<file path="config.mk">
export PLATFORM = sky130hd
export DESIGN_NAME = wllh_front
export DESIGN_NICKNAME = d
export VERILOG_FILES = /design/src/rtl/wllh_pkg.sv /design/src/rtl/wllh_front.sv
export SDC_FILE = /design/constraint.sdc
export NUM_CORES = 1
export LEC_CHECK = 0
export CAP_MARGIN = 20
export CORE_AREA = 2 2 156 158
export DETAILED_ROUTE_END_ITERATION = 12
export DIE_AREA = 0 0 158 160
export DONT_BUFFER_PORTS = 1
export SYNTH_ARGS = -nofsm -noshare
export SYNTH_HDL_FRONTEND = slang
export SYNTH_SLANG_ARGS = --single-unit
</file>
<file path="constraint.sdc">
create_clock -name vclk -period 2.59
set_input_delay 0.518 -clock vclk [all_inputs]
set_output_delay 0.518 -clock vclk [all_outputs]
set_load 0.1 [all_outputs]
</file>
<file path="src/rtl/wllh_pkg.sv">
// Shared types and constants for the wait latency log2 histogram block.
`timescale 1ns / 1ps
package wllh_pkg;

    // Event codes on the action field
    localparam logic [1:0] ACT_WAKE   = 2'd0;
    localparam logic [1:0] ACT_SWITCH = 2'd1;
    localparam logic [1:0] ACT_READ   = 2'd2;

    // Result status codes
    localparam logic [2:0] ST_DONE     = 3'd0;
    localparam logic [2:0] ST_RECORDED = 3'd1;
    localparam logic [2:0] ST_NO_STAMP = 3'd2;
    localparam logic [2:0] ST_NEGATIVE = 3'd3;
    localparam logic [2:0] ST_FULL     = 3'd4;
    localparam logic [2:0] ST_FILTERED = 3'd5;
    localparam logic [2:0] ST_READ     = 3'd6;

    // Register indexes (byte address bits [3:2])
    localparam logic [1:0] REG_CG_EN  = 2'd0;
    localparam logic [1:0] REG_KEY    = 2'd1;
    localparam logic [1:0] REG_UNIT   = 2'd2;
    localparam logic [1:0] REG_TGID   = 2'd3;

    // Histogram key modes
    localparam logic [1:0] KM_GLOBAL  = 2'd0;
    localparam logic [1:0] KM_PROCESS = 2'd1;
    localparam logic [1:0] KM_THREAD  = 2'd2;
    localparam logic [1:0] KM_NS      = 2'd3;

    localparam logic [31:0] GLOBAL_KEY = 32'hFFFF_FFFF;
    localparam logic [63:0] DIV_US     = 64'd1000;
    localparam logic [63:0] DIV_MS     = 64'd1000000;

    // Work class decided by the front end
    typedef enum logic [1:0] {
        OP_DONE,
        OP_WAKE,
        OP_SWITCH,
        OP_READ
    } t_op;

    // Classified word passed from front to back
    typedef struct packed {
        t_op         op;
        logic [2:0]  status;
        logic        store_en;
        logic [21:0] q_pid;
        logic [63:0] now;
        logic [21:0] n_pid;
        logic [31:0] key;
        logic [4:0]  slot;
    } t_cmd;

    // Result word
    typedef struct packed {
        logic [2:0]  status;
        logic [4:0]  slot;
        logic        found;
        logic [31:0] count;
    } t_res;

    // Stamp table entry
    typedef struct packed {
        logic        valid;
        logic [21:0] tid;
        logic [63:0] ts;
    } t_stamp;

    // Histogram key table entry
    typedef struct packed {
        logic        valid;
        logic [31:0] key;
    } t_hkey;

endpackage

</file>
<file path="src/rtl/wllh_front.sv">
// Front end: filters events and classifies them into back-end words.
`timescale 1ns / 1ps
module wllh_front import wllh_pkg::*; (
    input  logic [1:0]  i_action,
    input  logic [63:0] i_now_ns,
    input  logic        i_in_cgroup,
    input  logic [21:0] i_queued_tgid,
    input  logic [21:0] i_queued_pid,
    input  logic        i_prev_was_running,
    input  logic [21:0] i_next_pid,
    input  logic [21:0] i_next_tgid,
    input  logic [31:0] i_next_ns_id,
    input  logic [31:0] i_read_key,
    input  logic [4:0]  i_read_slot,
    input  logic        i_cg_en,
    input  logic [1:0]  i_key_mode,
    input  logic [21:0] i_tgid_filter,
    output t_cmd        o_cmd
);

    logic w_gate_ok;
    logic w_stamp_ok;
    logic [31:0] w_sw_key;

    assign w_gate_ok  = !i_cg_en || i_in_cgroup;
    assign w_stamp_ok = (i_queued_pid != 22'd0) &&
                        ((i_tgid_filter == 22'd0) || (i_queued_tgid == i_tgid_filter));

    // histogram key for a switch
    always_comb begin
        unique case (i_key_mode)
            KM_PROCESS: w_sw_key = {10'd0, i_next_tgid};
            KM_THREAD:  w_sw_key = {10'd0, i_next_pid};
            KM_NS:      w_sw_key = i_next_ns_id;
            default:    w_sw_key = GLOBAL_KEY;
        endcase
    end

    // classification
    always_comb begin
        o_cmd          = '0;
        o_cmd.op       = OP_DONE;
        o_cmd.status   = ST_DONE;
        o_cmd.q_pid    = i_queued_pid;
        o_cmd.now      = i_now_ns;
        o_cmd.n_pid    = i_next_pid;
        o_cmd.slot     = i_read_slot;
        unique case (i_action)
            ACT_WAKE: begin
                if (!w_gate_ok || !w_stamp_ok) begin
                    o_cmd.status = ST_FILTERED;
                end else begin
                    o_cmd.op       = OP_WAKE;
                    o_cmd.store_en = 1'b1;
                end
            end
            ACT_SWITCH: begin
                if (!w_gate_ok) begin
                    o_cmd.status = ST_FILTERED;
                end else begin
                    o_cmd.op       = OP_SWITCH;
                    o_cmd.store_en = i_prev_was_running && w_stamp_ok;
                    o_cmd.key      = w_sw_key;
                end
            end
            ACT_READ: begin
                o_cmd.op  = OP_READ;
                o_cmd.key = i_read_key;
            end
            default: o_cmd.status = ST_DONE;
        endcase
    end

endmodule

</file>
==> PnR_summary.wiki <==
{| class="wikitable"
! Metric !! Value
|-
| Main combinational cell family by area after synthesis || buffers and inverters
|-
| CP cell instances || or4_1 > nor4_2 > buf_4 > or2_4 > a2bb2oi_4 > buf_12
|-
| Proportion of synthesized chip area in sequential cells || 0%
|-
| P_sw || 0.436 mW
|-
| Share of layout cells above drive strength 1 || 33.6%
|-
| Cell taking the most area after synthesis || sky130_fd_sc_hd__buf_4
|-
| Capturing element type of the critical path || primary output
|-
| Wire length of the first global-routing pass || 14400 um
|-
| Most instantiated cells after synthesis || sky130_fd_sc_hd__buf_4 (115), sky130_fd_sc_hd__nand2_1 (56), sky130_fd_sc_hd__mux2i_1 (22), sky130_fd_sc_hd__o211ai_1 (22), sky130_fd_sc_hd__a21boi_1 (20)
|-
| Number of nets still failing antenna checks after routing || 0
|-
| Int Pwr || 0.272 mW
|-
| Sum of buffers and inverters on the critical path || 2
|-
| Cell variety after synth || 32
|-
| Ys Warns || 0
|-
| Core ar. || 23800 um^2
|-
| Final number of hold-violating endpoints || 0
|-
| Startpoint type of the worst setup path || primary input
|-
| Transition time at the pin with the least slew margin || 0.519 ns
|-
| Post-synthesis instance total || 347
|-
| Die boundary width || 158 um
|-
| Power per Cell Area || 233 nW/um^2
|-
| Post-Layout Cell Count || 587
|-
| Clock buffers || 0
|-
| Total wirelength of the detailed-routed design || 11000 um
|-
| Simple-Gate Fraction of Synth Area || 20.5%
|-
| Max VDD drop || 98.2 uV
|-
| Area growth from synthesis to final layout || 28.2%
|-
| Post-synthesis share of cell area spent on full adders, half adders and majority gates || 1.58%
|-
| PnR Total Power || 0.708 mW
|-
| Worst Path Arrival || 2.00 ns
|-
| Nets@finish || 517
|-
| Height of the die || 160 um
|-
| Setup slack after layout || 0.0744 ns
|-
| WS Path Type || primary input to primary output
|-
| Count of buffers inserted at the top-level ports || 0
|-
| Crit path largest cell delay || 0.53 ns
|-
| Setup slack after placement || -0.0427 ns
|-
| Routed WL per cell || 18.8 um
|-
| Maximum fanout along the worst path || 2
|-
| Leftover overflow at the end of global routing || 0
|-
| Minimum clock period after layout || 2.52 ns
|-
| Total leakage power || 1.00 nW
|-
| Combinational group share of total power || 100.0%
|-
| Die Footprint || 25300 um^2
|-
| Number of antenna violations at the first check in global routing || 2
|-
| Upper clock frequency limit || 398 MHz
|-
| Via count of the first global-routing pass || 2235
|-
| Vias after detailed routing || 2079
|-
| Fraction of the mapped netlist area in compound gates || 20.5%
|-
| Starting utilization of the core area || 9.97%
|-
| Fraction of synthesized cell area taken by the top area cell type || 36.4%
|-
| Detailed-router iteration count before antenna repair || 4
|-
| Routability congestion estimate from global placement || 0.842
|-
| Tightest slew margin relative to the limit || 65.3%
|-
| Worst endpoint required time || 2.07 ns
|-
| Number of core rows || 57
|-
| Switching part of the total || 61.5%
|-
| Unrepaired setup endpoints after global routing || true
|-
| Mux cell area share after synthesis || 9.27%
|-
| Cell with the biggest individual delay on the critical path || sky130_fd_sc_hd__or4_1
|-
| Number of placed cells counting well taps || 586
|-
| DRT iter0 DRCs || 60
|-
| I/O Pins || 401
|-
| Number of maximum-capacitance violations || 0
|-
| Aggregate global-route resource usage || 7.90%
|-
| Hold Crit Class || primary input to primary output
|-
| Kind of cell adding the most delay to the critical path || simple AND/OR/NAND/NOR gates
|-
| Pins over their slew limit || 0
|-
| Placed wire-length estimate after detailed placement || 9540 um
|-
| Detailed-route DRC error count || 0
|-
| Reg power frac || 0%
|-
| Mapped Nets || 600
|-
| Hold_buf cts || 0
|-
| Average vias per placed instance || 3.54
|-
| Setup-failing EPs final || 0
|-
| Netlist Area Pre-Place || 2370 um^2
|-
| Most frequent cell after synthesis || sky130_fd_sc_hd__buf_4
|-
| Period utilization || 97.1%
|-
| Leading cell types by total area after synthesis || sky130_fd_sc_hd__buf_4 (36%), sky130_fd_sc_hd__mux2i_1 (9.3%), sky130_fd_sc_hd__nand2_1 (8.9%), sky130_fd_sc_hd__o211ai_1 (7.0%), sky130_fd_sc_hd__xnor2_1 (6.6%)
|-
| Run status || complete, no violations
|-
| Clock group share of total power || 0%
|-
| Total area of sequential cells || 0 um^2
|-
| Post-Synthesis Mean Instance Area || 6.84 um^2
|-
| XOR/XNOR Fraction of Synth Area || 8.11%
|-
| Number of flip-flops and latches || 0
|-
| Setup TNS || 0 ns
|-
| Pin count of the biggest net entering global routing || 33
|}
[power groups by stage]
stage          Combinational (mW)    Clock [mW]  Sequential, mW
2_1_floorplan                1.32             0               0
3_3_place_gp                0.707             0               0
3_5_place_dp                0.711             0               0
4_1_cts                     0.714             0               0
5_1_grt                     0.738             0               0
6_report                    0.708  0.0000000516               0
[area by class of cell]
class	count	area (um^2)
multi-input cells	211	1780
diodes	1	2.50
inverters	3	11.3
well taps	324	405
repair buffers	48	848
fillers	2739	20800
[repair_timing]
action,4_1_cts,5_1_grt
resized for setup,2,9
pin swaps,1,1
setup endpoints to repair,3,4
setup buffers,0,0
endpoints found under the hold margin,0,0
[metrics by stage]
stage                     hold slack, ns  util [%]  cell area, um^2
after global routing                1.04      12.8             3040
after CTS                           1.04      12.5             2980
after floorplan                     1.25         -             2650
final                               1.04      12.8             3050
after global placement              1.04      12.5             2970
after detailed placement            1.04      12.5             2970
[logic make-up after synthesis]
family                   Yosys count
buffers and inverters            136
AND/OR/NAND/NOR                   94
AO/OA/AOI/OAI                     69
XOR/XNOR                          22
multiplexers                      22
adder cells (fa/ha/maj)            3
other                              1
[layout by cell type, fill, tap and decap left out, types with 2 or more instances in the layout]
cell type,instances
sky130_fd_sc_hd__a21boi_2,2
sky130_fd_sc_hd__a21boi_4,20
sky130_fd_sc_hd__a21oi_1,11
sky130_fd_sc_hd__and2_1,11
sky130_fd_sc_hd__buf_12,39
sky130_fd_sc_hd__buf_4,9
sky130_fd_sc_hd__ha_1,3
sky130_fd_sc_hd__inv_1,3
sky130_fd_sc_hd__mux2i_1,22
sky130_fd_sc_hd__nand2_1,56
sky130_fd_sc_hd__nand2b_1,2
sky130_fd_sc_hd__nand4_1,6
sky130_fd_sc_hd__nor4_1,3
sky130_fd_sc_hd__nor4_2,5
sky130_fd_sc_hd__nor4_4,4
sky130_fd_sc_hd__o211ai_1,22
sky130_fd_sc_hd__o21ai_1,10
sky130_fd_sc_hd__xnor2_1,17
sky130_fd_sc_hd__xor2_1,4
[path summary, 6_finish.rpt]
kind | startpoint | end | depth (start not counted)
max | i_queued_pid[4] | o_cmd[146] | 6
min | i_read_slot[0] | o_cmd[0] | 0
[routing by layer]
metal	vias to the layer above	share of wire, %	wire [um]	global-route usage [%]
met4	2	4.1	452	3.19
li1	899	-	-	-
met1	957	37	4050	8.85
met2	175	47	5220	13.3
met3	46	12	1300	3.07
met5	-	0.12	13	0
(Power assumes the default switching activity.)
