==> src/rtl/wllh_pkg.sv <==
// Shared types and constants for the wait latency log2 histogram block.
`timescale 1ns / 1ps
package wllh_pkg;

    // Event codes on the action field
    localparam logic [1:0] ACT_WAKE   = 2'd0;
    localparam logic [1:0] ACT_SWITCH = 2'd1;
    localparam logic [1:0] ACT_READ   = 2'd2;

    // Result status codes
    localparam logic [2:0] ST_DONE     = 3'd0;
    localparam logic [2:0] ST_RECORDED = 3'd1;
    localparam logic [2:0] ST_NO_STAMP = 3'd2;
    localparam logic [2:0] ST_NEGATIVE = 3'd3;
    localparam logic [2:0] ST_FULL     = 3'd4;
    localparam logic [2:0] ST_FILTERED = 3'd5;
    localparam logic [2:0] ST_READ     = 3'd6;

    // Register indexes (byte address bits [3:2])
    localparam logic [1:0] REG_CG_EN  = 2'd0;
    localparam logic [1:0] REG_KEY    = 2'd1;
    localparam logic [1:0] REG_UNIT   = 2'd2;
    localparam logic [1:0] REG_TGID   = 2'd3;

    // Histogram key modes
    localparam logic [1:0] KM_GLOBAL  = 2'd0;
    localparam logic [1:0] KM_PROCESS = 2'd1;
    localparam logic [1:0] KM_THREAD  = 2'd2;
    localparam logic [1:0] KM_NS      = 2'd3;

    localparam logic [31:0] GLOBAL_KEY = 32'hFFFF_FFFF;
    localparam logic [63:0] DIV_US     = 64'd1000;
    localparam logic [63:0] DIV_MS     = 64'd1000000;

    // Work class decided by the front end
    typedef enum logic [1:0] {
        OP_DONE,
        OP_WAKE,
        OP_SWITCH,
        OP_READ
    } t_op;

    // Classified word passed from front to back
    typedef struct packed {
        t_op         op;
        logic [2:0]  status;
        logic        store_en;
        logic [21:0] q_pid;
        logic [63:0] now;
        logic [21:0] n_pid;
        logic [31:0] key;
        logic [4:0]  slot;
    } t_cmd;

    // Result word
    typedef struct packed {
        logic [2:0]  status;
        logic [4:0]  slot;
        logic        found;
        logic [31:0] count;
    } t_res;

    // Stamp table entry
    typedef struct packed {
        logic        valid;
        logic [21:0] tid;
        logic [63:0] ts;
    } t_stamp;

    // Histogram key table entry
    typedef struct packed {
        logic        valid;
        logic [31:0] key;
    } t_hkey;

endpackage

==> src/rtl/wllh_fifo.sv <==
// Two-entry queue of classified words between front and back.
`timescale 1ns / 1ps
module wllh_fifo import wllh_pkg::*; (
    input  logic i_clk,
    input  logic i_rst_n,
    input  logic i_push,
    input  t_cmd i_data,
    output logic o_full,
    input  logic i_pop,
    output logic o_empty,
    output t_cmd o_data
);

    t_cmd       r_mem [2];
    logic       r_wptr;
    logic       r_rptr;
    logic [1:0] r_cnt;
    logic       w_push;
    logic       w_pop;

    assign o_full  = (r_cnt == 2'd2);
    assign o_empty = (r_cnt == 2'd0);
    assign o_data  = r_mem[r_rptr];
    assign w_push  = i_push && !o_full;
    assign w_pop   = i_pop && !o_empty;

    // storage
    always_ff @(posedge i_clk) begin
        if (w_push) r_mem[r_wptr] <= i_data;
    end

    // pointers and fill count
    always_ff @(posedge i_clk) begin
        if (!i_rst_n) begin
            r_wptr <= 1'b0;
            r_rptr <= 1'b0;
            r_cnt  <= 2'd0;
        end else begin
            if (w_push) r_wptr <= !r_wptr;
            if (w_pop)  r_rptr <= !r_rptr;
            if (w_push && !w_pop)      r_cnt <= r_cnt + 2'd1;
            else if (!w_push && w_pop) r_cnt <= r_cnt - 2'd1;
        end
    end

endmodule

==> config.mk <==
export PLATFORM = sky130hd
export DESIGN_NAME = wllh_fifo
export DESIGN_NICKNAME = d
export VERILOG_FILES = /design/src/rtl/wllh_pkg.sv /design/src/rtl/wllh_fifo.sv
export SDC_FILE = /design/constraint.sdc
export NUM_CORES = 1
export LEC_CHECK = 0
export ABC_CLOCK_PERIOD_IN_PS = 9000
export BUFFER_PORTS_ARGS = -buffer_cell sky130_fd_sc_hd__buf_4
export CAP_MARGIN = 0
export CORE_ASPECT_RATIO = 1.2
export CORE_UTILIZATION = 35
export DETAILED_ROUTE_END_ITERATION = 10
export GPL_TIMING_DRIVEN = 0
export PLACE_DENSITY = 0.61
export SYNTH_ARGS = -nofsm -noshare
export SYNTH_HDL_FRONTEND = slang
export SYNTH_SLANG_ARGS = --single-unit
==> constraint.sdc <==
create_clock -name i_clk -period 9 [get_ports i_clk]
set_clock_uncertainty 0.2 [all_clocks]
set_input_delay 1.8 -clock i_clk [delete_from_list [all_inputs] [get_ports i_clk]]
set_output_delay 1.8 -clock i_clk [all_outputs]
set_load 0.05 [all_outputs]
==> impl_metrics.csv, run 1 <==
group,metric,value,unit
floorplanning,boundaryPins,308,
pwr,switching_share,36.0,%
yosys,ys_warn_count,0,
pwr,p_sw,1.82,mW
yosys,yosys.area_share.simple,0.479,%
yosys,syn_nets,651,
placed_design,placed_cells,1222,
worst_setup_path,setup.worst_path.class,"register to output pin",
clocking,cts-resized-gates,0,
clocking,cts_setup_buffers,0,
timing,hold_viol_final,0,
pwr,power_density,324,mW/mm^2
timing,fin_ws,5040,ps
yosys,synth_top_area_share,78.9,%
global_route,grt_usage,13.5,%
yosys,synth_compound_area_share,0.283,%
yosys,ys_top_cells_by_count,"302 x edfxtp_1, 90 x mux2_4, 61 x mux2_2, 11 x buf_6, 6 x buf_2",
clocking,clock_path_buffers,3,
timing,finalSetupViolCount,0,
clocking,cts_sinks,307,
yosys,synth_ff_type,"edfxtp_1",
detailed_routing,drt_wl_total,23000,um
yosys,synthCells,495,
job,drv_cap,0,
yosys,syn_avg_cell_area,23.2,sq um
worst_setup_path,critPathMaxFanout,10,
detailed_routing,drt_iter0_drc,219,
detailed_routing,routed_via_density,4.47,
clocking,cts_root_buf,"clkbuf_16",
pwr,power.static_leakage,5.97,nW
clocking,clkSlewWorstSetupHoldPaths,60,ps
yosys,synth.area.mux_share,17.7,%
cells_and_area,area_growth,35.6,%
run_status,outcome,"finished clean",
worst_setup_path,cp-start-kind,"register",
clocking,clk_latency,550,ps
yosys,synthArstFlopShare,0,%
clocking,postCtsHoldBufs,0,
yosys,synth_xor_area_share,0.229,%
yosys,yosysMostFrequentCell,"edfxtp_1",
detailed_routing,num_vias,5716,
global_route,grt_first_pass_wirelength,34900,um
detailed_routing,first_pass_iters,4,
global_route,grt_pass1_vias,6177,
pwr,power,5.05,mW
floorplanning,dieArea,0.0336,sq mm
placed_design,place_ws,5210,ps
timing,finalMaxSlewViolations,0,
global_route,antenna_found_initial,2,
pwr,p_clk_share,23.6,%
yosys,seq_area_frac_synth,79.8,%
yosys,synth.largest_area_cell,"edfxtp_1",
yosys,synth_fa_ha_area_share,0.109,%
clocking,cts_buffers,30,
floorplanning,die_height,201,um
timing,worst_pin_slew,852,ps
worst_setup_path,worstPathRequired,7000,ps
worst_setup_path,worstPathArrival,1960,ps
detailed_routing,drt-wirelength-per-cell,18.0,um
cells_and_area,drive_gt1_share,61.0,%
pwr,ir_drop,0.000210,V
clocking,tritoncts,"done",
floorplanning,chipWidth,167,um
cells_and_area,fin_cells,1280,
global_route,grt_max_degree,56,
detailed_routing,drc,0,
timing,finalCritPeriodShare,44.0,%
worst_setup_path,cp-end-kind,"output pin",
yosys,yosys_register_bits,307,
yosys,synth_top_family_by_area,"multiplexers",
placed_design,io_buffers,307,
yosys,synth_cell_types,21,
pwr,p_int,3.23,mW
detailed_routing,ant_nets,0,
pwr,p_comb_share,40.0,%
pwr,power_frac_seq,36.3,%
floorplanning,start_util,35.6,%
cells_and_area,stdcell_area,0.0156,sq mm
min_path,min_path_type,"register to register",
timing,slew_headroom,43.2,%
yosys,netlist_area,0.0115,sq mm
cells_and_area,fin_nets,1003,
global_route,grt.overflow.total,0,
placed_design,hpwl,16100,um
timing,max_freq,252,MHz
floorplanning,coreArea,0.0323,sq mm
yosys,synth_area_leaders,"edfxtp_1 79%, mux2_4 12%, mux2_2 6.0%",
placed_design,place_congestion,0.700,
floorplanning,rows,72,
yosys,synth_edf_count,302,
clocking,cts_max_level,1,
timing,layout_min_cycle_time,3960,ps
placed_design,placed_cell_area,0.0146,sq mm
timing,rsz0062_at_grt,"false",
[path summary, 6_finish.rpt]
path | cells past startpoint | slack [ps] | end | start
worst max-delay path | 5 | 5040 | o_data[115] | register
worst min-delay path | 2 | 320 | r_cnt[1]$_SDFFE_PN0P_ | r_cnt[1]$_SDFFE_PN0P_
worst max register to register | 7 | 6560 | r_mem[0][119]$_DFFE_PP_ | r_cnt[0]$_SDFFE_PN0P_
worst min register to register | 2 | 320 | r_cnt[1]$_SDFFE_PN0P_ | r_cnt[1]$_SDFFE_PN0P_
[registers in the layout, summed over array words and instances, names as in the netlist, named ones only]
name and cells:
r_cnt 2, r_mem 302, r_rptr 1, r_wptr 1
[layout make-up]
cell class                      instances  area [sq um]
Inverter                                2          7.51
Multi-Input combinational cell        169          2180
Clock inverter                         17           130
Tap cell                              407           509
Clock buffer                           39           806
Fill cell                            2700         16700
Timing Repair Buffer                  320          2630
Buffer                                 17           154
Antenna cell                            2          5.00
Sequential cell                       307          9170
[cells by family (layout without fill, tap and decap cells)]
kind of cell             after synthesis  in the layout
buffers and inverters                 19            395
AO/OA/AOI/OAI                          5              5
XOR/XNOR                               3              3
other                                  0              2
adder cells (fa/ha/maj)                1              1
multiplexers                         151            151
flip-flops                           307            307
AND/OR/NAND/NOR                        9              9
[layout by cell type, fill, tap and decap left out]
master       n
diode_2      2
o21ai_0      1
clkinv_1     7
nor2_1       2
and3_4       1
nor3_4       1
o21ai_1      1
ha_1         1
edfxtp_1   302
inv_1        2
buf_2        6
a21boi_0     1
nand2b_1     1
buf_4      307
a21boi_1     1
dfxtp_1      5
clkinv_2     7
mux2_2      61
clkbuf_16   31
xnor2_1      2
bufinv_16    2
buf_6       11
mux2_4      90
inv_6        1
o21a_1       1
xor2_1       1
buf_16      10
clkbuf_1     8
buf_8        3
or3_1        1
and2_1       3
[layer usage]
| metal | vias up | wire [um] | global-route usage (%) | share of wire, % |
|---|---|---|---|---|
| li1 | 2689 | - | - | - |
| met1 | 2781 | 8430 | 14.8 | 37 |
| met2 | 206 | 11800 | 24.1 | 51 |
| met3 | 40 | 2130 | 4.65 | 9.3 |
| met4 | 0 | 595 | 4.78 | 2.6 |
| met5 | - | 0 | 0 | 0 |
[critical path, stage by stage (launching register included)]
cell and delay, ps:
dfxtp_1 320, buf_6 140, buf_6 220, buf_6 210, mux2_4 320, buf_4 190
[metrics by stage]
| stage | hold slack [ps] | setup TNS (ps) | utilization [%] |
|---|---|---|---|
| final | 321 | 0 | 48.3 |
| after global routing | 361 | 0 | 48.3 |
| after CTS | 329 | 0 | 48.3 |
| after detailed placement | 320 | 0 | 45.4 |
| after global placement | 304 | -536070 | 44.4 |
| after floorplan | 283 | 0 | - |
[power by group through the flow]
stage	Sequential, mW	Combinational (mW)	Clock, mW
4_1_cts	1.84	2.05	1.24
3_3_place_gp	1.93	1.96	0
5_1_grt	1.85	2.11	1.28
6_report	1.84	2.02	1.19
2_1_floorplan	1.90	1.42	0
3_5_place_dp	1.87	2.05	0
Note: power is estimated with default switching activity, not from simulation.
==> run 2: changes to the inputs <==
- ABC_CLOCK_PERIOD_IN_PS: 9000 -> 3500
- clock period: 9 -> 3.5 ns (I/O delays scaled with it)
==> run 2 against run 1 <==
Effect of this change: worst setup slack worse by 4400 ps; sequential power grew to 2.6 times the previous value; design area is 0.11% lower; final cell count hardly changed; sequential share of layout area is 0.066 points higher; first-iteration DRC count is 16% lower; combinational power grew to 2.6 times the previous value; critical endpoint is now o_data[71].
==> impl_metrics.csv, run 2 (same netlist as run 1, synthesis figures left out) <==
group,metric,value,unit
worst_setup_path,crit_slowest_cell,"dfxtp_1",
floorplanning,chipWidth,167,um
cells_and_area,largest_reg_flops,302,
timing,hold_viol_final,0,
floorplanning,die_height,201,um
timing,worst_pin_slew,732,ps
placed_design,placed_cell_area,0.0146,sq mm
clocking,clkSlewWorstSetupHoldPaths,60,ps
pwr,power.static_leakage,5.96,nW
detailed_routing,first_pass_iters,4,
global_route,grt.overflow.total,0,
worst_setup_path,worstPathRequired,2600,ps
timing,finalCritPeriodShare,81.2,%
clocking,cts_buffers,31,
detailed_routing,drt-wirelength-per-cell,18.3,um
pwr,power_density,833,mW/mm^2
timing,rsz0062_at_grt,"false",
global_route,antenna_found_initial,3,
timing,finalSetupViolCount,0,
cells_and_area,largest_register,"r_mem",
clocking,tritoncts,"done",
worst_setup_path,crit_top_cell,"buf_6",
floorplanning,coreArea,0.0323,sq mm
worst_setup_path,cp-start-kind,"register",
clocking,cts-resized-gates,0,
timing,max_freq,352,MHz
timing,finalMaxSlewViolations,0,
run_status,outcome,"finished clean",
timing,holdWs,125,ps
floorplanning,start_util,35.6,%
cells_and_area,fin_nets,1003,
clocking,clock_path_buffers,3,
job,drv_cap,0,
pwr,power,13.0,mW
cells_and_area,area_growth,35.4,%
clocking,cts_sinks,307,
cells_and_area,final_common_cell,"buf_4",
clocking,postCtsHoldBufs,0,
floorplanning,rows,72,
pwr,ir_drop,0.000534,V
floorplanning,dieArea,0.0336,sq mm
cells_and_area,drive_gt1_share,60.9,%
floorplanning,boundaryPins,308,
worst_setup_path,max_stage_delay,320,ps
cells_and_area,final_util,48.3,%
worst_setup_path,path_buf_inv,4,
timing,layout_min_cycle_time,2840,ps
detailed_routing,ant_nets,0,
cells_and_area,reg_top3,"r_mem (302), r_cnt (2)",
detailed_routing,drt_iter0_drc,183,
global_route,grt_max_degree,59,
worst_setup_path,critPathMaxFanout,10,
cells_and_area,final_cell_mix,"307 x buf_4, 302 x edfxtp_1, 90 x mux2_4, 61 x mux2_2, 31 x clkbuf_16",
clocking,cts_root_buf,"clkbuf_16",
detailed_routing,routed_via_density,4.52,
timing,slew_headroom,51.2,%
detailed_routing,num_vias,5787,
worst_setup_path,worstPathCellList,"buf_6 > buf_6 > buf_6 > mux2_4 > buf_4",
global_route,grt_pass1_vias,6243,
clocking,cts_setup_buffers,0,
worst_setup_path,cp-end-kind,"output pin",
placed_design,hpwl,16300,um
clocking,cts_max_level,1,
worst_setup_path,cpLargestDelayFamily,"buffers and inverters",
placed_design,place_congestion,0.724,
clocking,clk_latency,550,ps
global_route,grt_first_pass_wirelength,35300,um
worst_setup_path,setup.worst_path.class,"register to output pin",
detailed_routing,drt_wl_total,23400,um
cells_and_area,stdcell_area,0.0156,sq mm
min_path,min_path_type,"primary input to register",
placed_design,io_buffers,307,
worst_setup_path,worstPathArrival,1940,ps
timing,setup-tns-final,0,ps
global_route,grt_usage,13.8,%
detailed_routing,drc,0,
run 2: worst paths after layout:
path                         startpoint                       to  slack, ps  depth (start not counted)
setup / recovery               register               o_data[71]        660                          5
hold / removal               i_data[75]   r_mem[1][75]$_DFFE_PP_        120                          1
hold reg to reg   r_cnt[1]$_SDFFE_PN0P_    r_cnt[1]$_SDFFE_PN0P_        350                          2
setup reg to reg  r_cnt[0]$_SDFFE_PN0P_  r_mem[0][124]$_DFFE_PP_        910                          8
run 2: cell type report:
| class | instances | area (sq um) |
|---|---|---|
| tap | 407 | 509 |
| clock buffer | 44 | 855 |
| multi-input combinational | 169 | 2180 |
| fill | 2770 | 16700 |
| inverter | 2 | 7.51 |
| antenna | 2 | 5.00 |
| clock inverter | 12 | 78.8 |
| timing repair buffer | 319 | 2610 |
| sequential | 307 | 9170 |
| buffer | 17 | 154 |
run 2: stage by stage:
step / cells / setup slack (ps)
2_1_floorplan: 495 / -1600
3_3_place_gp: 1209 / -3950
3_5_place_dp: 1221 / 656
4_1_cts: 1277 / 558
5_1_grt: 1279 / 540
6_report: 1279 / 656
run 2: where the power goes:
| part | switching (mW) | leakage, nW | internal (mW) |
|---|---|---|---|
| clock | 1.30 | 0.461 | 1.75 |
| combinational | 3.27 | 2.64 | 1.92 |
| sequential | 0.108 | 2.86 | 4.61 |
| total | 4.68 | 5.96 | 8.29 |
run 2: worst reg2reg max path, delay by kind of cell (launching register included):
family,cells,cell delay [ps]
DFF,1,420
and+or+nand+nor,2,660
buffers and inverters,6,1040
run 2: metal layers:
layer | up-vias | global-route usage, % | share of wire [%]
met2 | 206 | 25.0 | 54
met1 | 2863 | 14.9 | 36
met5 | - | 0 | 0.055
met4 | 2 | 4.88 | 2.5
met3 | 39 | 4.65 | 8.3
li1 | 2677 | - | -
==> run 3: changes to the inputs <==
- ABC_AREA: unset -> 1
- ABC_CLOCK_PERIOD_IN_PS: 3500 -> 2470
- clock period: 3.5 -> 2.47 ns (I/O delays scaled with it)
==> run 3 against run 2 <==
Effect of this change: the run now ends with setup timing left; sequential cell count is the same; sequential share of layout area decreased by 7.1 points; core utilization up 6.7 points; design area is 14% higher; critical path depth rose by 1; synthesized cell count grew 2.6%; routed wire length increased by 3.1%; power rose by 45%; first-iteration DRC count rose by 36%; largest power group unchanged.
==> impl_metrics.csv, run 3 <==
group,metric,value,unit
run_status,outcome,"finished, violations left",
run_status,violations,"setup timing",
timing,finalMaxSlewViolations,0,
yosys,synth_xor_area_share,0,%
cells_and_area,reg_top3,"r_mem (302), r_cnt (2)",
pwr,power.static_leakage,6.85,nW
yosys,synth_area_leaders,"edfxtp_1 79%, mux2_4 12%, mux2_2 6.0%",
cells_and_area,n_fill_cell,2538,
clocking,clk_latency,500,ps
worst_setup_path,worstPathRequired,1780,ps
placed_design,placed_cells,1234,
timing,hold_viol_final,0,
clocking,cts_max_level,2,
yosys,seq_area_frac_synth,79.7,%
yosys,yosys.area_share.simple,0.653,%
cells_and_area,largest_register,"r_mem",
pwr,ir_drop,0.000742,V
cells_and_area,stdcell_area,0.0177,sq mm
timing,worst_pin_slew,567,ps
yosys,syn_nets,664,
floorplanning,start_util,35.7,%
job,drv_cap,0,
global_route,grt_pass1_vias,6990,
floorplanning,coreArea,0.0323,sq mm
clocking,cts_root_buf,"clkbuf_16",
global_route,grt_first_pass_wirelength,37600,um
yosys,synth_fa_ha_area_share,0.109,%
worst_setup_path,rr_startpoint,"r_cnt[0]$_SDFFE_PN0P_",
cells_and_area,final_cell_mix,"302 x edfxtp_1, 267 x buf_4, 151 x dlygate4sd3_1, 91 x mux2_4, 60 x mux2_2",
yosys,synthArstFlopShare,0,%
cells_and_area,multi_input_area,0.00218,sq mm
worst_setup_path,critPathMaxFanout,8,
yosys,ys_top_cells_by_count,"302 x edfxtp_1, 90 x mux2_4, 61 x mux2_2, 11 x buf_6, 11 x nor2_1",
placed_design,hpwl,15700,um
cells_and_area,area_growth,54.0,%
yosys,yosys_register_bits,307,
cells_and_area,fin_nets,1180,
placed_design,place_ws,82.5,ps
yosys,synth_compound_area_share,0.174,%
clocking,clock_path_buffers,3,
clocking,tritoncts,"done",
yosys,synth_cell_types,14,
yosys,synth_top_family_by_area,"multiplexers",
floorplanning,dieArea,0.0336,sq mm
timing,layout_min_cycle_time,2540,ps
global_route,grt_max_degree,30,
cells_and_area,area.sequential,0.00917,sq mm
timing,finalSetupViolCount,110,
detailed_routing,drc,0,
floorplanning,rows,72,
global_route,antenna_found_initial,1,
yosys,synthCells,508,
timing,fin_ws,-71.5,ps
yosys,syn_avg_cell_area,22.6,sq um
yosys,synth_edf_count,302,
floorplanning,boundaryPins,308,
cells_and_area,largest_reg_flops,302,
clocking,clkSlewWorstSetupHoldPaths,50,ps
global_route,grt_usage,14.5,%
yosys,synth_ff_type,"edfxtp_1",
cells_and_area,fin_cells,1456,
placed_design,io_buffers,307,
detailed_routing,num_vias,6421,
floorplanning,chipWidth,167,um
placed_design,place_congestion,0.724,
yosys,yosysMostFrequentCell,"edfxtp_1",
min_path,hp-start,"i_rst_n",
cells_and_area,drive_gt1_share,52.2,%
timing,max_freq,393,MHz
detailed_routing,ant_nets,0,
clocking,cts_buffers,34,
pwr,power_density,1060,mW/mm^2
placed_design,placed_cell_area,0.0146,sq mm
timing,rsz0062_at_grt,"true",
detailed_routing,first_pass_iters,4,
min_path,min_path_type,"primary input to register",
global_route,grt.overflow.total,0,
detailed_routing,drt_iter0_drc,249,
worst_setup_path,cp-start-kind,"register",
yosys,synth_top_area_share,78.8,%
timing,slew_headroom,62.1,%
timing,finalCritPeriodShare,103,%
yosys,ys_warn_count,0,
cells_and_area,final_common_cell,"edfxtp_1",
worst_setup_path,cp-end-kind,"output pin",
detailed_routing,drt_wl_total,24200,um
pwr,power,18.7,mW
floorplanning,die_height,201,um
detailed_routing,routed_via_density,4.41,
worst_setup_path,setup.worst_path.class,"register to output pin",
worst_setup_path,worstPathArrival,1850,ps
cells_and_area,final_util,54.9,%
yosys,netlist_area,0.0115,sq mm
clocking,cts_sinks,307,
detailed_routing,drt-wirelength-per-cell,16.6,um
yosys,synth.largest_area_cell,"edfxtp_1",
yosys,synth.area.mux_share,17.7,%
[run 3: cells by family after synthesis]
family	Yosys count
fa+ha+maj	1
mux	151
simple gates	19
flops	307
buf+inv	26
compound gates	4
[run 3: worst max-delay path: stages, from the launching register on]
cell       delay, ps
dfxtp_2          320
buf_12           140
buf_16           140
buf_12           140
clkbuf_16        160
mux2_4           300
buf_6            150
[run 3: worst paths after layout]
path	end	slack, ps	cells past startpoint
worst max-delay path	o_data[86]	-70	6
worst min register to register	register	300	2
worst max register to register	r_mem[1][121]$_DFFE_PP_	220	5
worst min-delay path	r_cnt[1]$_SDFFE_PN0P_	60	3
[run 3: what timing repair did]
item | in CTS | in global routing
hold endpoints to repair | 302 | 0
setup buffers | 4 | 0
setup endpoints to repair | 151 | 151
gates cloned | 5 | 1
hold buffers | 151 | 0
gates resized for setup | 77 | 3
[run 3: final cells by class]
cell class	count	share of cell area [%]
clock buffers	43	5.35
inverters	9	0.191
flip-flops and latches	307	51.8
repair buffers	480	25.3
plain buffers	17	1.47
multi-input cells	175	12.3
clock inverters	17	0.735
diodes	1	0.0141
well taps	407	2.87
[run 3: metal layers]
metal  track usage [%]  up-vias  wire, um
met2              26.4      228     12800
met1              16.0     3105      9150
met3              4.42       44      1710
li1                  -     3044         -
met4              4.78        0       524
met5                 0        -         0
[run 3: power by group]
part | internal, mW | leakage, nW | switching, mW | total [mW]
clock network | 2.92 | 0.524 | 1.89 | 4.80
registers | 6.58 | 2.86 | 0.163 | 6.74
logic | 2.93 | 3.47 | 4.27 | 7.20
[run 3: stage by stage]
| stage | TNS (ps) | hold slack (ps) |
|---|---|---|
| after floorplan | -288320 | 267 |
| after global placement | -757710 | 282 |
| after detailed placement | 0 | 287 |
| after CTS | -11210 | 26.0 |
| after global routing | -13350 | 43.8 |
| final | -3510 | 59.3 |
